[src/rtl/iort_pkg.sv]
// ----------------------------------------------------------------------------
// iort_pkg
// Shared types and constants of the interval offset remap table: command and
// status codes, payload widths and the controller to datapath bundles.
// ----------------------------------------------------------------------------
`default_nettype none

package iort_pkg;

	// payload widths of the channels
	localparam int FIELD_BITS  = 40;
	localparam int OFFSET_BITS = 41;
	localparam int CMD_BITS    = 2;
	localparam int STATUS_BITS = 2;

	// defaults of the top level parameters
	localparam int DEF_TABLE_ENTRIES = 16;
	localparam int DEF_VALUE_BITS    = 40;

	// command codes
	localparam logic [CMD_BITS-1:0] CMD_INSERT  = 2'd0;
	localparam logic [CMD_BITS-1:0] CMD_CONVERT = 2'd1;
	localparam logic [CMD_BITS-1:0] CMD_LOOKUP  = 2'd2;
	localparam logic [CMD_BITS-1:0] CMD_CLEAR   = 2'd3;

	// result status codes
	localparam logic [STATUS_BITS-1:0] ST_OK    = 2'd0;
	localparam logic [STATUS_BITS-1:0] ST_FULL  = 2'd1;
	localparam logic [STATUS_BITS-1:0] ST_ORDER = 2'd2;
	localparam logic [STATUS_BITS-1:0] ST_RANGE = 2'd3;

	// commands from the controller to the datapath
	typedef struct packed {
		logic                   accept;      // latch the request fields
		logic                   clear_tab;   // drop all entries
		logic                   set_simple;  // load a result with zero values
		logic [STATUS_BITS-1:0] code;        // status of that result
		logic                   shift_step;  // move one entry up by one slot
		logic                   ins_write;   // write the new entry, load ok result
		logic                   scan_init;   // restart the entry walk
		logic                   scan_step;   // examine one entry
		logic                   load_piece;  // build the mapped piece result
		logic                   next_piece;  // step past the delivered piece
	} ctl_t;

	// status from the datapath to the controller
	typedef struct packed {
		logic [CMD_BITS-1:0] cmd;
		logic                lo_gt_hi;
		logic                full;
		logic                shift_more;
		logic                scan_done;
		logic                last_q;
	} sts_t;

endpackage

`default_nettype wire

[src/rtl/iort_in_if.sv]
// ----------------------------------------------------------------------------
// iort_in_if
// Request channel: valid/ready handshake with command and range fields.
// ----------------------------------------------------------------------------
`default_nettype none

interface iort_in_if;
	logic                                 valid;
	logic                                 ready;
	logic [iort_pkg::CMD_BITS-1:0]        command;
	logic [iort_pkg::FIELD_BITS-1:0]      low_value;
	logic [iort_pkg::FIELD_BITS-1:0]      high_value;
	logic signed [iort_pkg::OFFSET_BITS-1:0] offset;

	modport source (output valid, command, low_value, high_value, offset, input ready);
	modport sink (input valid, command, low_value, high_value, offset, output ready);
endinterface

`default_nettype wire

[src/rtl/iort_out_if.sv]
// ----------------------------------------------------------------------------
// iort_out_if
// Response channel: valid/ready handshake with one mapped piece per transaction.
// ----------------------------------------------------------------------------
`default_nettype none

interface iort_out_if;
	logic                               valid;
	logic                               ready;
	logic [iort_pkg::FIELD_BITS-1:0]    out_low;
	logic [iort_pkg::FIELD_BITS-1:0]    out_high;
	logic                               last_piece;
	logic [iort_pkg::STATUS_BITS-1:0]   status;

	modport source (output valid, out_low, out_high, last_piece, status, input ready);
	modport sink (input valid, out_low, out_high, last_piece, status, output ready);
endinterface

`default_nettype wire

[src/rtl/interval_offset_remap_table.sv]
// ----------------------------------------------------------------------------
// interval_offset_remap_table
// Table of up to TABLE_ENTRIES ranges with signed offsets, kept sorted by low
// bound; insert, clear, point lookup and range convert into mapped pieces.
// ----------------------------------------------------------------------------
//  channel  role    carries
//  req      sink    command, low_value, high_value, offset
//  rsp      source  out_low, out_high, last_piece, status
//
//  Insert moves the entries above the new low bound up by one slot each (shift walk
//  through the single table write port). Lookup and each convert piece scan every
//  table entry, one entry per cycle. Clear and refused commands go from decode
//  straight to the response transaction.
//  Reset empties the table at once; entry contents are left as they are.
//  A stalled response holds the block; the next request waits for the last piece.
// ----------------------------------------------------------------------------
`default_nettype none

module interval_offset_remap_table #(
	parameter int TABLE_ENTRIES = iort_pkg::DEF_TABLE_ENTRIES,
	parameter int VALUE_BITS    = iort_pkg::DEF_VALUE_BITS
) (
	input  wire       clk,
	input  wire       arst_n,
	iort_in_if.sink   req,
	iort_out_if.source rsp
);

	iort_pkg::ctl_t ctl;
	iort_pkg::sts_t sts;

	// sequencing
	iort_ctrl u_ctrl (
		.clk       (clk),
		.arst_n    (arst_n),
		.req_valid (req.valid),
		.req_ready (req.ready),
		.rsp_ready (rsp.ready),
		.rsp_valid (rsp.valid),
		.sts       (sts),
		.ctl       (ctl)
	);

	// table and mapping
	iort_dp #(
		.TABLE_ENTRIES (TABLE_ENTRIES),
		.VALUE_BITS    (VALUE_BITS)
	) u_dp (
		.clk         (clk),
		.arst_n      (arst_n),
		.ctl         (ctl),
		.sts         (sts),
		.req_command (req.command),
		.req_low     (req.low_value),
		.req_high    (req.high_value),
		.req_offset  (req.offset),
		.out_low     (rsp.out_low),
		.out_high    (rsp.out_high),
		.out_last    (rsp.last_piece),
		.out_status  (rsp.status)
	);

endmodule

`default_nettype wire

[src/rtl/iort_ctrl.sv]
// ----------------------------------------------------------------------------
// iort_ctrl
// Controller state machine: sequences decode, the insert shift walk, the
// entry scan per piece and the response handshake.
// ----------------------------------------------------------------------------
`default_nettype none

module iort_ctrl (
	input  wire                clk,
	input  wire                arst_n,
	input  wire                req_valid,
	output logic               req_ready,
	input  wire                rsp_ready,
	output logic               rsp_valid,
	input  wire iort_pkg::sts_t sts,
	output iort_pkg::ctl_t     ctl
);

	localparam logic [2:0] S_IDLE   = 3'd0;
	localparam logic [2:0] S_DECODE = 3'd1;
	localparam logic [2:0] S_SHIFT  = 3'd2;
	localparam logic [2:0] S_SCAN   = 3'd3;
	localparam logic [2:0] S_OUT    = 3'd4;

	logic [2:0] state_q;
	logic [2:0] state_d;

	// next state and command decode
	always_comb begin
		state_d   = state_q;
		ctl       = '0;
		ctl.code  = iort_pkg::ST_OK;
		req_ready = 1'b0;
		rsp_valid = 1'b0;
		case (state_q)
			S_IDLE: begin
				req_ready = 1'b1;
				if (req_valid) begin
					ctl.accept = 1'b1;
					state_d    = S_DECODE;
				end
			end
			S_DECODE: begin
				case (sts.cmd)
					iort_pkg::CMD_INSERT: begin
						if (sts.lo_gt_hi) begin
							ctl.set_simple = 1'b1;
							ctl.code       = iort_pkg::ST_ORDER;
							state_d        = S_OUT;
						end else if (sts.full) begin
							ctl.set_simple = 1'b1;
							ctl.code       = iort_pkg::ST_FULL;
							state_d        = S_OUT;
						end else begin
							state_d = S_SHIFT;
						end
					end
					iort_pkg::CMD_CLEAR: begin
						ctl.clear_tab  = 1'b1;
						ctl.set_simple = 1'b1;
						state_d        = S_OUT;
					end
					iort_pkg::CMD_LOOKUP: begin
						ctl.scan_init = 1'b1;
						state_d       = S_SCAN;
					end
					default: begin
						if (sts.lo_gt_hi) begin
							ctl.set_simple = 1'b1;
							ctl.code       = iort_pkg::ST_ORDER;
							state_d        = S_OUT;
						end else begin
							ctl.scan_init = 1'b1;
							state_d       = S_SCAN;
						end
					end
				endcase
			end
			S_SHIFT: begin
				if (sts.shift_more) begin
					ctl.shift_step = 1'b1;
				end else begin
					ctl.ins_write = 1'b1;
					state_d       = S_OUT;
				end
			end
			S_SCAN: begin
				if (sts.scan_done) begin
					ctl.load_piece = 1'b1;
					state_d        = S_OUT;
				end else begin
					ctl.scan_step = 1'b1;
				end
			end
			S_OUT: begin
				rsp_valid = 1'b1;
				if (rsp_ready) begin
					if (sts.last_q) begin
						state_d = S_IDLE;
					end else begin
						ctl.next_piece = 1'b1;
						state_d        = S_SCAN;
					end
				end
			end
			default: begin
				state_d = S_IDLE;
			end
		endcase
	end

	// state register
	always_ff @(posedge clk or negedge arst_n) begin
		if (!arst_n) begin
			state_q <= S_IDLE;
		end else begin
			state_q <= state_d;
		end
	end

endmodule

`default_nettype wire

[src/rtl/iort_dp.sv]
// ----------------------------------------------------------------------------
// iort_dp
// Datapath: the sorted range table, the request registers, the entry scan
// accumulators and the response register with offset mapping.
// ----------------------------------------------------------------------------
`default_nettype none

module iort_dp #(
	parameter int TABLE_ENTRIES = iort_pkg::DEF_TABLE_ENTRIES,
	parameter int VALUE_BITS    = iort_pkg::DEF_VALUE_BITS
) (
	input  wire                                      clk,
	input  wire                                      arst_n,
	input  wire iort_pkg::ctl_t                      ctl,
	output iort_pkg::sts_t                           sts,
	input  wire [iort_pkg::CMD_BITS-1:0]             req_command,
	input  wire [iort_pkg::FIELD_BITS-1:0]           req_low,
	input  wire [iort_pkg::FIELD_BITS-1:0]           req_high,
	input  wire signed [iort_pkg::OFFSET_BITS-1:0]   req_offset,
	output logic [iort_pkg::FIELD_BITS-1:0]          out_low,
	output logic [iort_pkg::FIELD_BITS-1:0]          out_high,
	output logic                                     out_last,
	output logic [iort_pkg::STATUS_BITS-1:0]         out_status
);

	localparam int VW  = VALUE_BITS;
	localparam int OB  = iort_pkg::OFFSET_BITS;
	localparam int CW  = $clog2(TABLE_ENTRIES + 1);
	localparam int AW  = (TABLE_ENTRIES > 1) ? $clog2(TABLE_ENTRIES) : 1;
	localparam int MAXP = 2 * TABLE_ENTRIES + 1;
	localparam int PW  = $clog2(MAXP);
	localparam int SW  = ((VW > OB) ? VW : OB) + 2;
	localparam logic [CW-1:0] FULL_CNT  = CW'(TABLE_ENTRIES);
	localparam logic [PW-1:0] LAST_PIECE = PW'(MAXP - 1);

	// range table, contents undefined until written
	logic [VW-1:0]        lows_q [TABLE_ENTRIES];
	logic [VW-1:0]        highs_q [TABLE_ENTRIES];
	logic signed [OB-1:0] offs_q [TABLE_ENTRIES];
	logic [CW-1:0]        count_q;

	// request and walk registers
	logic [iort_pkg::CMD_BITS-1:0] cmd_q;
	logic [VW-1:0]                 cur_q;
	logic [VW-1:0]                 hi_q;
	logic signed [OB-1:0]          off_q;
	logic [CW-1:0]                 idx_q;
	logic                          found_q;
	logic [VW-1:0]                 fhigh_q;
	logic signed [OB-1:0]          foff_q;
	logic                          nvalid_q;
	logic [VW-1:0]                 nlow_q;
	logic [VW-1:0]                 end_q;
	logic [PW-1:0]                 pieces_q;

	// response register
	logic [VW-1:0]                    rlow_q;
	logic [VW-1:0]                    rhigh_q;
	logic                             rlast_q;
	logic [iort_pkg::STATUS_BITS-1:0] rstat_q;

	logic [CW-1:0]        idx_m1;
	logic [AW-1:0]        rd_addr;
	logic [AW-1:0]        sh_addr;
	logic [AW-1:0]        wr_addr;
	logic [VW-1:0]        e_low;
	logic [VW-1:0]        e_high;
	logic                 e_hit;
	logic [VW-1:0]        piece_end;
	logic [VW-1:0]        map_hi_in;
	logic signed [OB-1:0] map_off;
	logic signed [SW-1:0] sum_lo;
	logic signed [SW-1:0] sum_hi;
	logic                 map_bad;
	logic                 piece_last;

	assign idx_m1  = idx_q - CW'(1);
	assign rd_addr = idx_q[AW-1:0];
	assign sh_addr = idx_m1[AW-1:0];
	assign wr_addr = idx_q[AW-1:0];

	// entry under the scan pointer
	assign e_low  = lows_q[rd_addr];
	assign e_high = highs_q[rd_addr];
	assign e_hit  = (e_low <= cur_q) && (cur_q <= e_high);

	// status toward the controller
	always_comb begin
		sts.cmd        = cmd_q;
		sts.lo_gt_hi   = cur_q > hi_q;
		sts.full       = count_q >= FULL_CNT;
		sts.shift_more = (idx_q != '0) && (lows_q[sh_addr] > cur_q);
		sts.scan_done  = idx_q >= count_q;
		sts.last_q     = rlast_q;
	end

	// piece end: lookup point, or query end cut by covering entry or next start
	always_comb begin
		if (cmd_q == iort_pkg::CMD_LOOKUP) begin
			piece_end = cur_q;
		end else if (found_q) begin
			piece_end = (fhigh_q < hi_q) ? fhigh_q : hi_q;
		end else if (nvalid_q && ((nlow_q - VW'(1)) < hi_q)) begin
			piece_end = nlow_q - VW'(1);
		end else begin
			piece_end = hi_q;
		end
		map_hi_in  = piece_end;
		map_off    = found_q ? foff_q : '0;
		piece_last = (cmd_q == iort_pkg::CMD_LOOKUP) || (piece_end == hi_q) ||
			(pieces_q == LAST_PIECE);
	end

	// offset mapping with range check
	assign sum_lo  = $signed({{(SW - VW){1'b0}}, cur_q}) + SW'(map_off);
	assign sum_hi  = $signed({{(SW - VW){1'b0}}, map_hi_in}) + SW'(map_off);
	assign map_bad = (sum_lo[SW-1:VW] != '0) || (sum_hi[SW-1:VW] != '0);

	// table storage writes
	always_ff @(posedge clk) begin
		if (ctl.shift_step) begin
			lows_q[wr_addr]  <= lows_q[sh_addr];
			highs_q[wr_addr] <= highs_q[sh_addr];
			offs_q[wr_addr]  <= offs_q[sh_addr];
		end else if (ctl.ins_write) begin
			lows_q[wr_addr]  <= cur_q;
			highs_q[wr_addr] <= hi_q;
			offs_q[wr_addr]  <= off_q;
		end
	end

	// entry count
	always_ff @(posedge clk or negedge arst_n) begin
		if (!arst_n) begin
			count_q <= '0;
		end else if (ctl.clear_tab) begin
			count_q <= '0;
		end else if (ctl.ins_write) begin
			count_q <= count_q + CW'(1);
		end
	end

	// request fields, walk pointer and scan accumulators
	always_ff @(posedge clk) begin
		if (ctl.accept) begin
			cmd_q    <= req_command;
			cur_q    <= VW'(req_low);
			hi_q     <= VW'(req_high);
			off_q    <= req_offset;
			idx_q    <= count_q;
			pieces_q <= '0;
		end
		if (ctl.shift_step) begin
			idx_q <= idx_m1;
		end
		if (ctl.scan_init || ctl.next_piece) begin
			idx_q    <= '0;
			found_q  <= 1'b0;
			nvalid_q <= 1'b0;
		end
		if (ctl.next_piece) begin
			cur_q    <= end_q + VW'(1);
			pieces_q <= pieces_q + PW'(1);
		end
		if (ctl.scan_step) begin
			idx_q <= idx_q + CW'(1);
			if (!found_q && e_hit) begin
				found_q <= 1'b1;
				fhigh_q <= e_high;
				foff_q  <= offs_q[rd_addr];
			end
			if ((e_low > cur_q) && (!nvalid_q || (e_low < nlow_q))) begin
				nvalid_q <= 1'b1;
				nlow_q   <= e_low;
			end
		end
		if (ctl.load_piece) begin
			end_q <= piece_end;
		end
	end

	// response register
	always_ff @(posedge clk) begin
		if (ctl.set_simple) begin
			rlow_q  <= '0;
			rhigh_q <= '0;
			rlast_q <= 1'b1;
			rstat_q <= ctl.code;
		end else if (ctl.ins_write) begin
			rlow_q  <= '0;
			rhigh_q <= '0;
			rlast_q <= 1'b1;
			rstat_q <= iort_pkg::ST_OK;
		end else if (ctl.load_piece) begin
			rlast_q <= piece_last;
			if (map_bad) begin
				rlow_q  <= '0;
				rhigh_q <= '0;
				rstat_q <= iort_pkg::ST_RANGE;
			end else begin
				rlow_q  <= sum_lo[VW-1:0];
				rhigh_q <= sum_hi[VW-1:0];
				rstat_q <= iort_pkg::ST_OK;
			end
		end
	end

	assign out_low    = iort_pkg::FIELD_BITS'(rlow_q);
	assign out_high   = iort_pkg::FIELD_BITS'(rhigh_q);
	assign out_last   = rlast_q;
	assign out_status = rstat_q;

endmodule

`default_nettype wire

[src/flat_wrapper.sv]
// flat-port wrapper written by rule: the top's interface ports become plain ports
module interval_offset_remap_table_flat 
#(
	parameter int TABLE_ENTRIES = iort_pkg::DEF_TABLE_ENTRIES,
	parameter int VALUE_BITS    = iort_pkg::DEF_VALUE_BITS
)
  (clk, arst_n, req_valid, req_command, req_low_value, req_high_value, req_offset, req_ready, rsp_valid, rsp_out_low, rsp_out_high, rsp_last_piece, rsp_status, rsp_ready);
  iort_in_if req_i ();
  iort_out_if rsp_i ();
  input  wire clk;
  input  wire arst_n;
  input wire logic [$bits(req_i.valid)-1:0] req_valid;
  input wire logic [$bits(req_i.command)-1:0] req_command;
  input wire logic [$bits(req_i.low_value)-1:0] req_low_value;
  input wire logic [$bits(req_i.high_value)-1:0] req_high_value;
  input wire logic [$bits(req_i.offset)-1:0] req_offset;
  output wire logic [$bits(req_i.ready)-1:0] req_ready;
  output wire logic [$bits(rsp_i.valid)-1:0] rsp_valid;
  output wire logic [$bits(rsp_i.out_low)-1:0] rsp_out_low;
  output wire logic [$bits(rsp_i.out_high)-1:0] rsp_out_high;
  output wire logic [$bits(rsp_i.last_piece)-1:0] rsp_last_piece;
  output wire logic [$bits(rsp_i.status)-1:0] rsp_status;
  input wire logic [$bits(rsp_i.ready)-1:0] rsp_ready;
  assign req_i.valid = req_valid;
  assign req_i.command = req_command;
  assign req_i.low_value = req_low_value;
  assign req_i.high_value = req_high_value;
  assign req_i.offset = req_offset;
  assign req_ready = req_i.ready;
  assign rsp_valid = rsp_i.valid;
  assign rsp_out_low = rsp_i.out_low;
  assign rsp_out_high = rsp_i.out_high;
  assign rsp_last_piece = rsp_i.last_piece;
  assign rsp_status = rsp_i.status;
  assign rsp_i.ready = rsp_ready;
  interval_offset_remap_table #(.TABLE_ENTRIES(TABLE_ENTRIES), .VALUE_BITS(VALUE_BITS)) u_core (.clk(clk), .arst_n(arst_n), .req(req_i), .rsp(rsp_i));
endmodule
[config.mk]
export PLATFORM = sky130hd
export DESIGN_NAME = interval_offset_remap_table_flat
export DESIGN_NICKNAME = d
export VERILOG_FILES = /design/src/rtl/iort_pkg.sv /design/src/rtl/iort_in_if.sv /design/src/rtl/iort_out_if.sv /design/src/rtl/interval_offset_remap_table.sv /design/src/rtl/iort_ctrl.sv /design/src/rtl/iort_dp.sv /design/src/flat_wrapper.sv
export SDC_FILE = /design/constraint.sdc
export NUM_CORES = 2
export LEC_CHECK = 0
export ABC_CLOCK_PERIOD_IN_PS = 16400
export BUFFER_PORTS_ARGS = -buffer_cell sky130_fd_sc_hd__clkbuf_2
export CORE_ASPECT_RATIO = 2
export CORE_MARGIN = 1
export CORE_UTILIZATION = 27
export CTS_CLUSTER_SIZE = 24
export DETAILED_ROUTE_END_ITERATION = 12
export GPL_TIMING_DRIVEN = 0
export PLACE_DENSITY = 0.49
export SLEW_MARGIN = 40
export SYNTH_ARGS = -nofsm -noshare
export SYNTH_HDL_FRONTEND = slang
export SYNTH_SLANG_ARGS = --single-unit
export TNS_END_PERCENT = 1
[constraint.sdc]
create_clock -name clk -period 16.4 [get_ports clk]
set_clock_uncertainty 0.1 [all_clocks]
set_input_delay 3.28 -clock clk [delete_from_list [all_inputs] [get_ports clk]]
set_output_delay 3.28 -clock clk [all_outputs]
set_load 0.02 [all_outputs]
==> results.json <==
{
  "status": "finished clean",
  "floorplan.initialDensity": 0.271,
  "standard_cell_core_area_mm2": 0.428,
  "dr.pass1.iters": 6,
  "final-setup-viol-count": 0,
  "vias_per_std_cell": 5.66,
  "leading_cell_types_in_the_layout_fill_and_taps_excluded": "2233 x sky130_fd_sc_hd__edfxtp_1, 1210 x sky130_fd_sc_hd__mux4_2, 434 x sky130_fd_sc_hd__clkbuf_2",
  "timing.setup.critical_path_class": "reg -> reg",
  "clock-root-buffer": "sky130_fd_sc_hd__clkbuf_16",
  "min-delay-path-class": "reg -> reg",
  "synth_async_sr_flop_share": 0.00344,
  "synthesis.nets": 7130,
  "ys.warnings.count": 0,
  "post_layout_nonfiller_instances": 13300,
  "cts_resized": 0,
  "quantity_of_hold_fixing_buffers_added_after_cts": 0,
  "die_area_mm2": 0.433,
  "detailedPlace.worstSlack_ps": 3150,
  "worstMarginPinSlew_ps": 1000,
  "seq_area_frac_synth": 0.593,
  "gp_routability_congestion": 1.02,
  "initialDrtViolationCount": 7710,
  "cpMaxStageDelayCell": "sky130_fd_sc_hd__nor4_1",
  "synth_cell_type_count": 83,
  "number_of_global_route_vias_before_repair": 77300,
  "timing.critical_path.arrival_ps": 14380,
  "drt_drc_violations_left": 0,
  "synth_flop_cell": "sky130_fd_sc_hd__edfxtp_1",
  "leakage_power_nw": 47.0,
  "detail-route-antenna-nets": 0,
  "timing.critical_path.slowest_cell_delay_ps": 770,
  "crit_path_end_kind": "flip-flop",
  "whs_ps": 365,
  "period_share": 0.832,
  "mostFrequentLayoutCell": "sky130_fd_sc_hd__edfxtp_1",
  "detailroute.via_count": 75300,
  "layout_setup_ws_ps": 2750,
  "rows": 340,
  "synth_edf_count": 2233,
  "rsz0062_at_grt": "false",
  "numClockSinks": 2328,
  "drive_above_1_share": 0.354,
  "power_density_mw_per_mm2": 237,
  "upper_clock_frequency_limit_mhz": 73.3,
  "slew_limit_fails": 0,
  "cts_buffers": 215,
  "clk_pin_slew_ps": 70,
  "antenna_found_initial": 38,
  "drv_cap": 0,
  "floorplan.io_pins": 212,
  "syn-mean-instance-area_um2": 17.5,
  "final_nets": 7977,
  "startpoint_class_of_the_critical_path": "flip-flop",
  "synth_top_area_share": 0.577,
  "post_dp_area_mm2": 0.132,
  "global_route_wire_length_before_repair_um": 701000,
  "route.detailed.wl_per_inst_um": 39.8,
  "timing.critical_path.mode_cell": "sky130_fd_sc_hd__o21ai_0",
  "hpwlAfterDp_um": 417000,
  "die-width_um": 466,
  "cts_max_path_buffers": 4,
  "floorplan.die.height_um": 930,
  "total_power_mw": 33.1,
  "place.port_buffers": 211,
  "grt_start_max_net_pins": 44,
  "worst_skew_pair_later_pin_latency_ps": 970,
  "wl_um": 530000,
  "fin_area_mm2": 0.140,
  "mappedNetlistArea_mm2": 0.116,
  "critical_path_required_ps": 17130,
  "synth_largest_area_cell": "sky130_fd_sc_hd__edfxtp_1",
  "number_of_flip_flops_and_latches_in_the_synthesized_netlist": 2328,
  "hold_violations": 0,
  "vdd_drop_max_mv": 0.153,
  "finalWorstPathRequiredPeriod_ps": 13650,
  "postCtsSetupRepairBufs": 0,
  "grt_util_all_layers": 0.241,
  "max-slew-margin-rel": 0.333,
  "timing.critical_path.fanout_max": 10,
  "tritoncts": "built",
  "placed_cells": 12900,
  "global_route.overflow_total": 0,
  "cts_h_tree_lvls": 4,
  "areaGrowthSynthToFinish_pct": 20.1,
  "synthesis.instances": 6628,
  "synth.area.top_cells": "sky130_fd_sc_hd__edfxtp_1 58%, sky130_fd_sc_hd__mux4_2 23%, sky130_fd_sc_hd__ha_1 4.0%"
}
==> cell families (layout without fill, tap and decap cells) <==
| group | count (synthesis) | after routing | share of synthesized area |
|---|---|---|---|
| AO/OA/AOI/OAI | 948 | 948 | 0.0539 |
| XOR/XNOR | 203 | 203 | 0.0155 |
| adder cells (fa/ha/maj) | 375 | 375 | 0.0405 |
| buffers and inverters | 612 | 1631 | 0.0198 |
| flip-flops | 2328 | 2328 | 0.593 |
| multiplexers | 1259 | 1259 | 0.239 |
| other | 0 | 17 | 0 |
| AND/OR/NAND/NOR | 903 | 903 | 0.0380 |
==> per-layer routing <==
layer	global-route usage	vias to the layer above	wire length, um
met5	0	-	152
met4	0.205	20	53800
met3	0.0414	1339	33300
met2	0.441	4231	280000
met1	0.233	40200	163000
li1	-	29500	-
==> path summary, 6_finish.rpt <==
| kind | startpoint | end | slack [ps] | depth (start not counted) |
|---|---|---|---|---|
| hold reg to reg | u_core.u_dp.out_high[15]$_SDFFE_PP0P_ | u_core.u_dp.out_high[15]$_SDFFE_PP0P_ | 370 | 1 |
| setup reg to reg | u_core.u_dp.nlow_q[0]$_DFFE_PP_ | u_core.u_dp.out_low[27]$_SDFFE_PP0P_ | 2750 | 35 |
| setup / recovery | u_core.u_dp.nlow_q[0]$_DFFE_PP_ | u_core.u_dp.out_low[27]$_SDFFE_PP0P_ | 2750 | 35 |
| min in group asynchronous | arst_n | u_core.u_ctrl.state_q[1]$_DFFE_PN0P_ | 2150 | 1 |
| max in group asynchronous | arst_n | u_core.u_dp.count_q[4]$_DFFE_PN0P_ | 13810 | 1 |
| hold / removal | u_core.u_dp.out_high[15]$_SDFFE_PP0P_ | u_core.u_dp.out_high[15]$_SDFFE_PP0P_ | 370 | 1 |
==> power by group <==
| group | internal [mW] | leakage, nW | switching [mW] | total [mW] |
|---|---|---|---|---|
| clock | 2.95 | 3.50 | 2.45 | 5.40 |
| combinational | 6.31 | 22.5 | 10.9 | 17.2 |
| sequential | 10.1 | 21.0 | 0.399 | 10.5 |
==> cells in the mapped netlist (all sizes together) (9+ instances only) <==
library cell and number:
edfxtp 2233, mux4 1210, ha 373, nand2 307, clkbuf 301, o21ai 247, inv 229, a21oi 183
nor2 180, a21o 131, xnor2 124, dfxtp 87, nand4 83, buf 80, xor2 78, a211oi 73
o2bb2ai 71, nand3 66, nor3 55, and2 48, mux2 46, o21a 41, nor2b 29, and3 24
nor4 24, a31oi 21, o211ai 21, o22ai 21, nand2b 19, o21bai 16, or3 14, or4 14
a221oi 12, o221ai 12, nor3b 11, a2111oi 9
==> critical path: cells and delay by family, from the launching register on <==
kind / cells / cell delay (ps)
and+or+nand+nor: 11 / 4450
DFF: 1 / 610
buffers and inverters: 6 / 2370
adders and majority gates: 4 / 1340
xor gates and xnor gates: 1 / 330
AOI/OAI and AO/OA: 13 / 4250
==> registers in the layout, indices dropped and copies added, names as in the netlist, 6 cells and up, named ones only <==
| name | count |
|---|---|
| u_core.u_dp.foff_q | 41 |
| u_core.u_dp.off_q | 41 |
| u_core.u_dp.nlow_q | 40 |
| u_core.u_dp.out_high | 40 |
| u_core.u_dp.out_low | 40 |
| u_core.u_dp.highs_q | 640 |
| u_core.u_dp.fhigh_q | 40 |
| u_core.u_dp.hi_q | 40 |
| u_core.u_dp.lows_q | 640 |
| u_core.u_dp.offs_q | 656 |
| u_core.u_dp.cur_q | 40 |
| u_core.u_dp.end_q | 40 |
| u_core.u_dp.pieces_q | 6 |
==> area by class of cell <==
cell class	count	area [um^2]
multi-input combinational	3688	45800
clock inverter	151	1710
inverter	231	880
timing repair buffer	630	7830
sequential	2328	69000
fill	40900	289000
buffer	381	1810
tap	5643	7060
clock buffer	238	5510
antenna	17	42.5
==> metrics by stage <==
stage	setup TNS [ps]	utilization
floorplan	0	-
detailed placement	0	0.308
CTS	0	0.325
global route	0	0.326
finish	0	0.326
global placement	-7599050	0.290
Note: power is estimated with default switching activity, not from simulation.
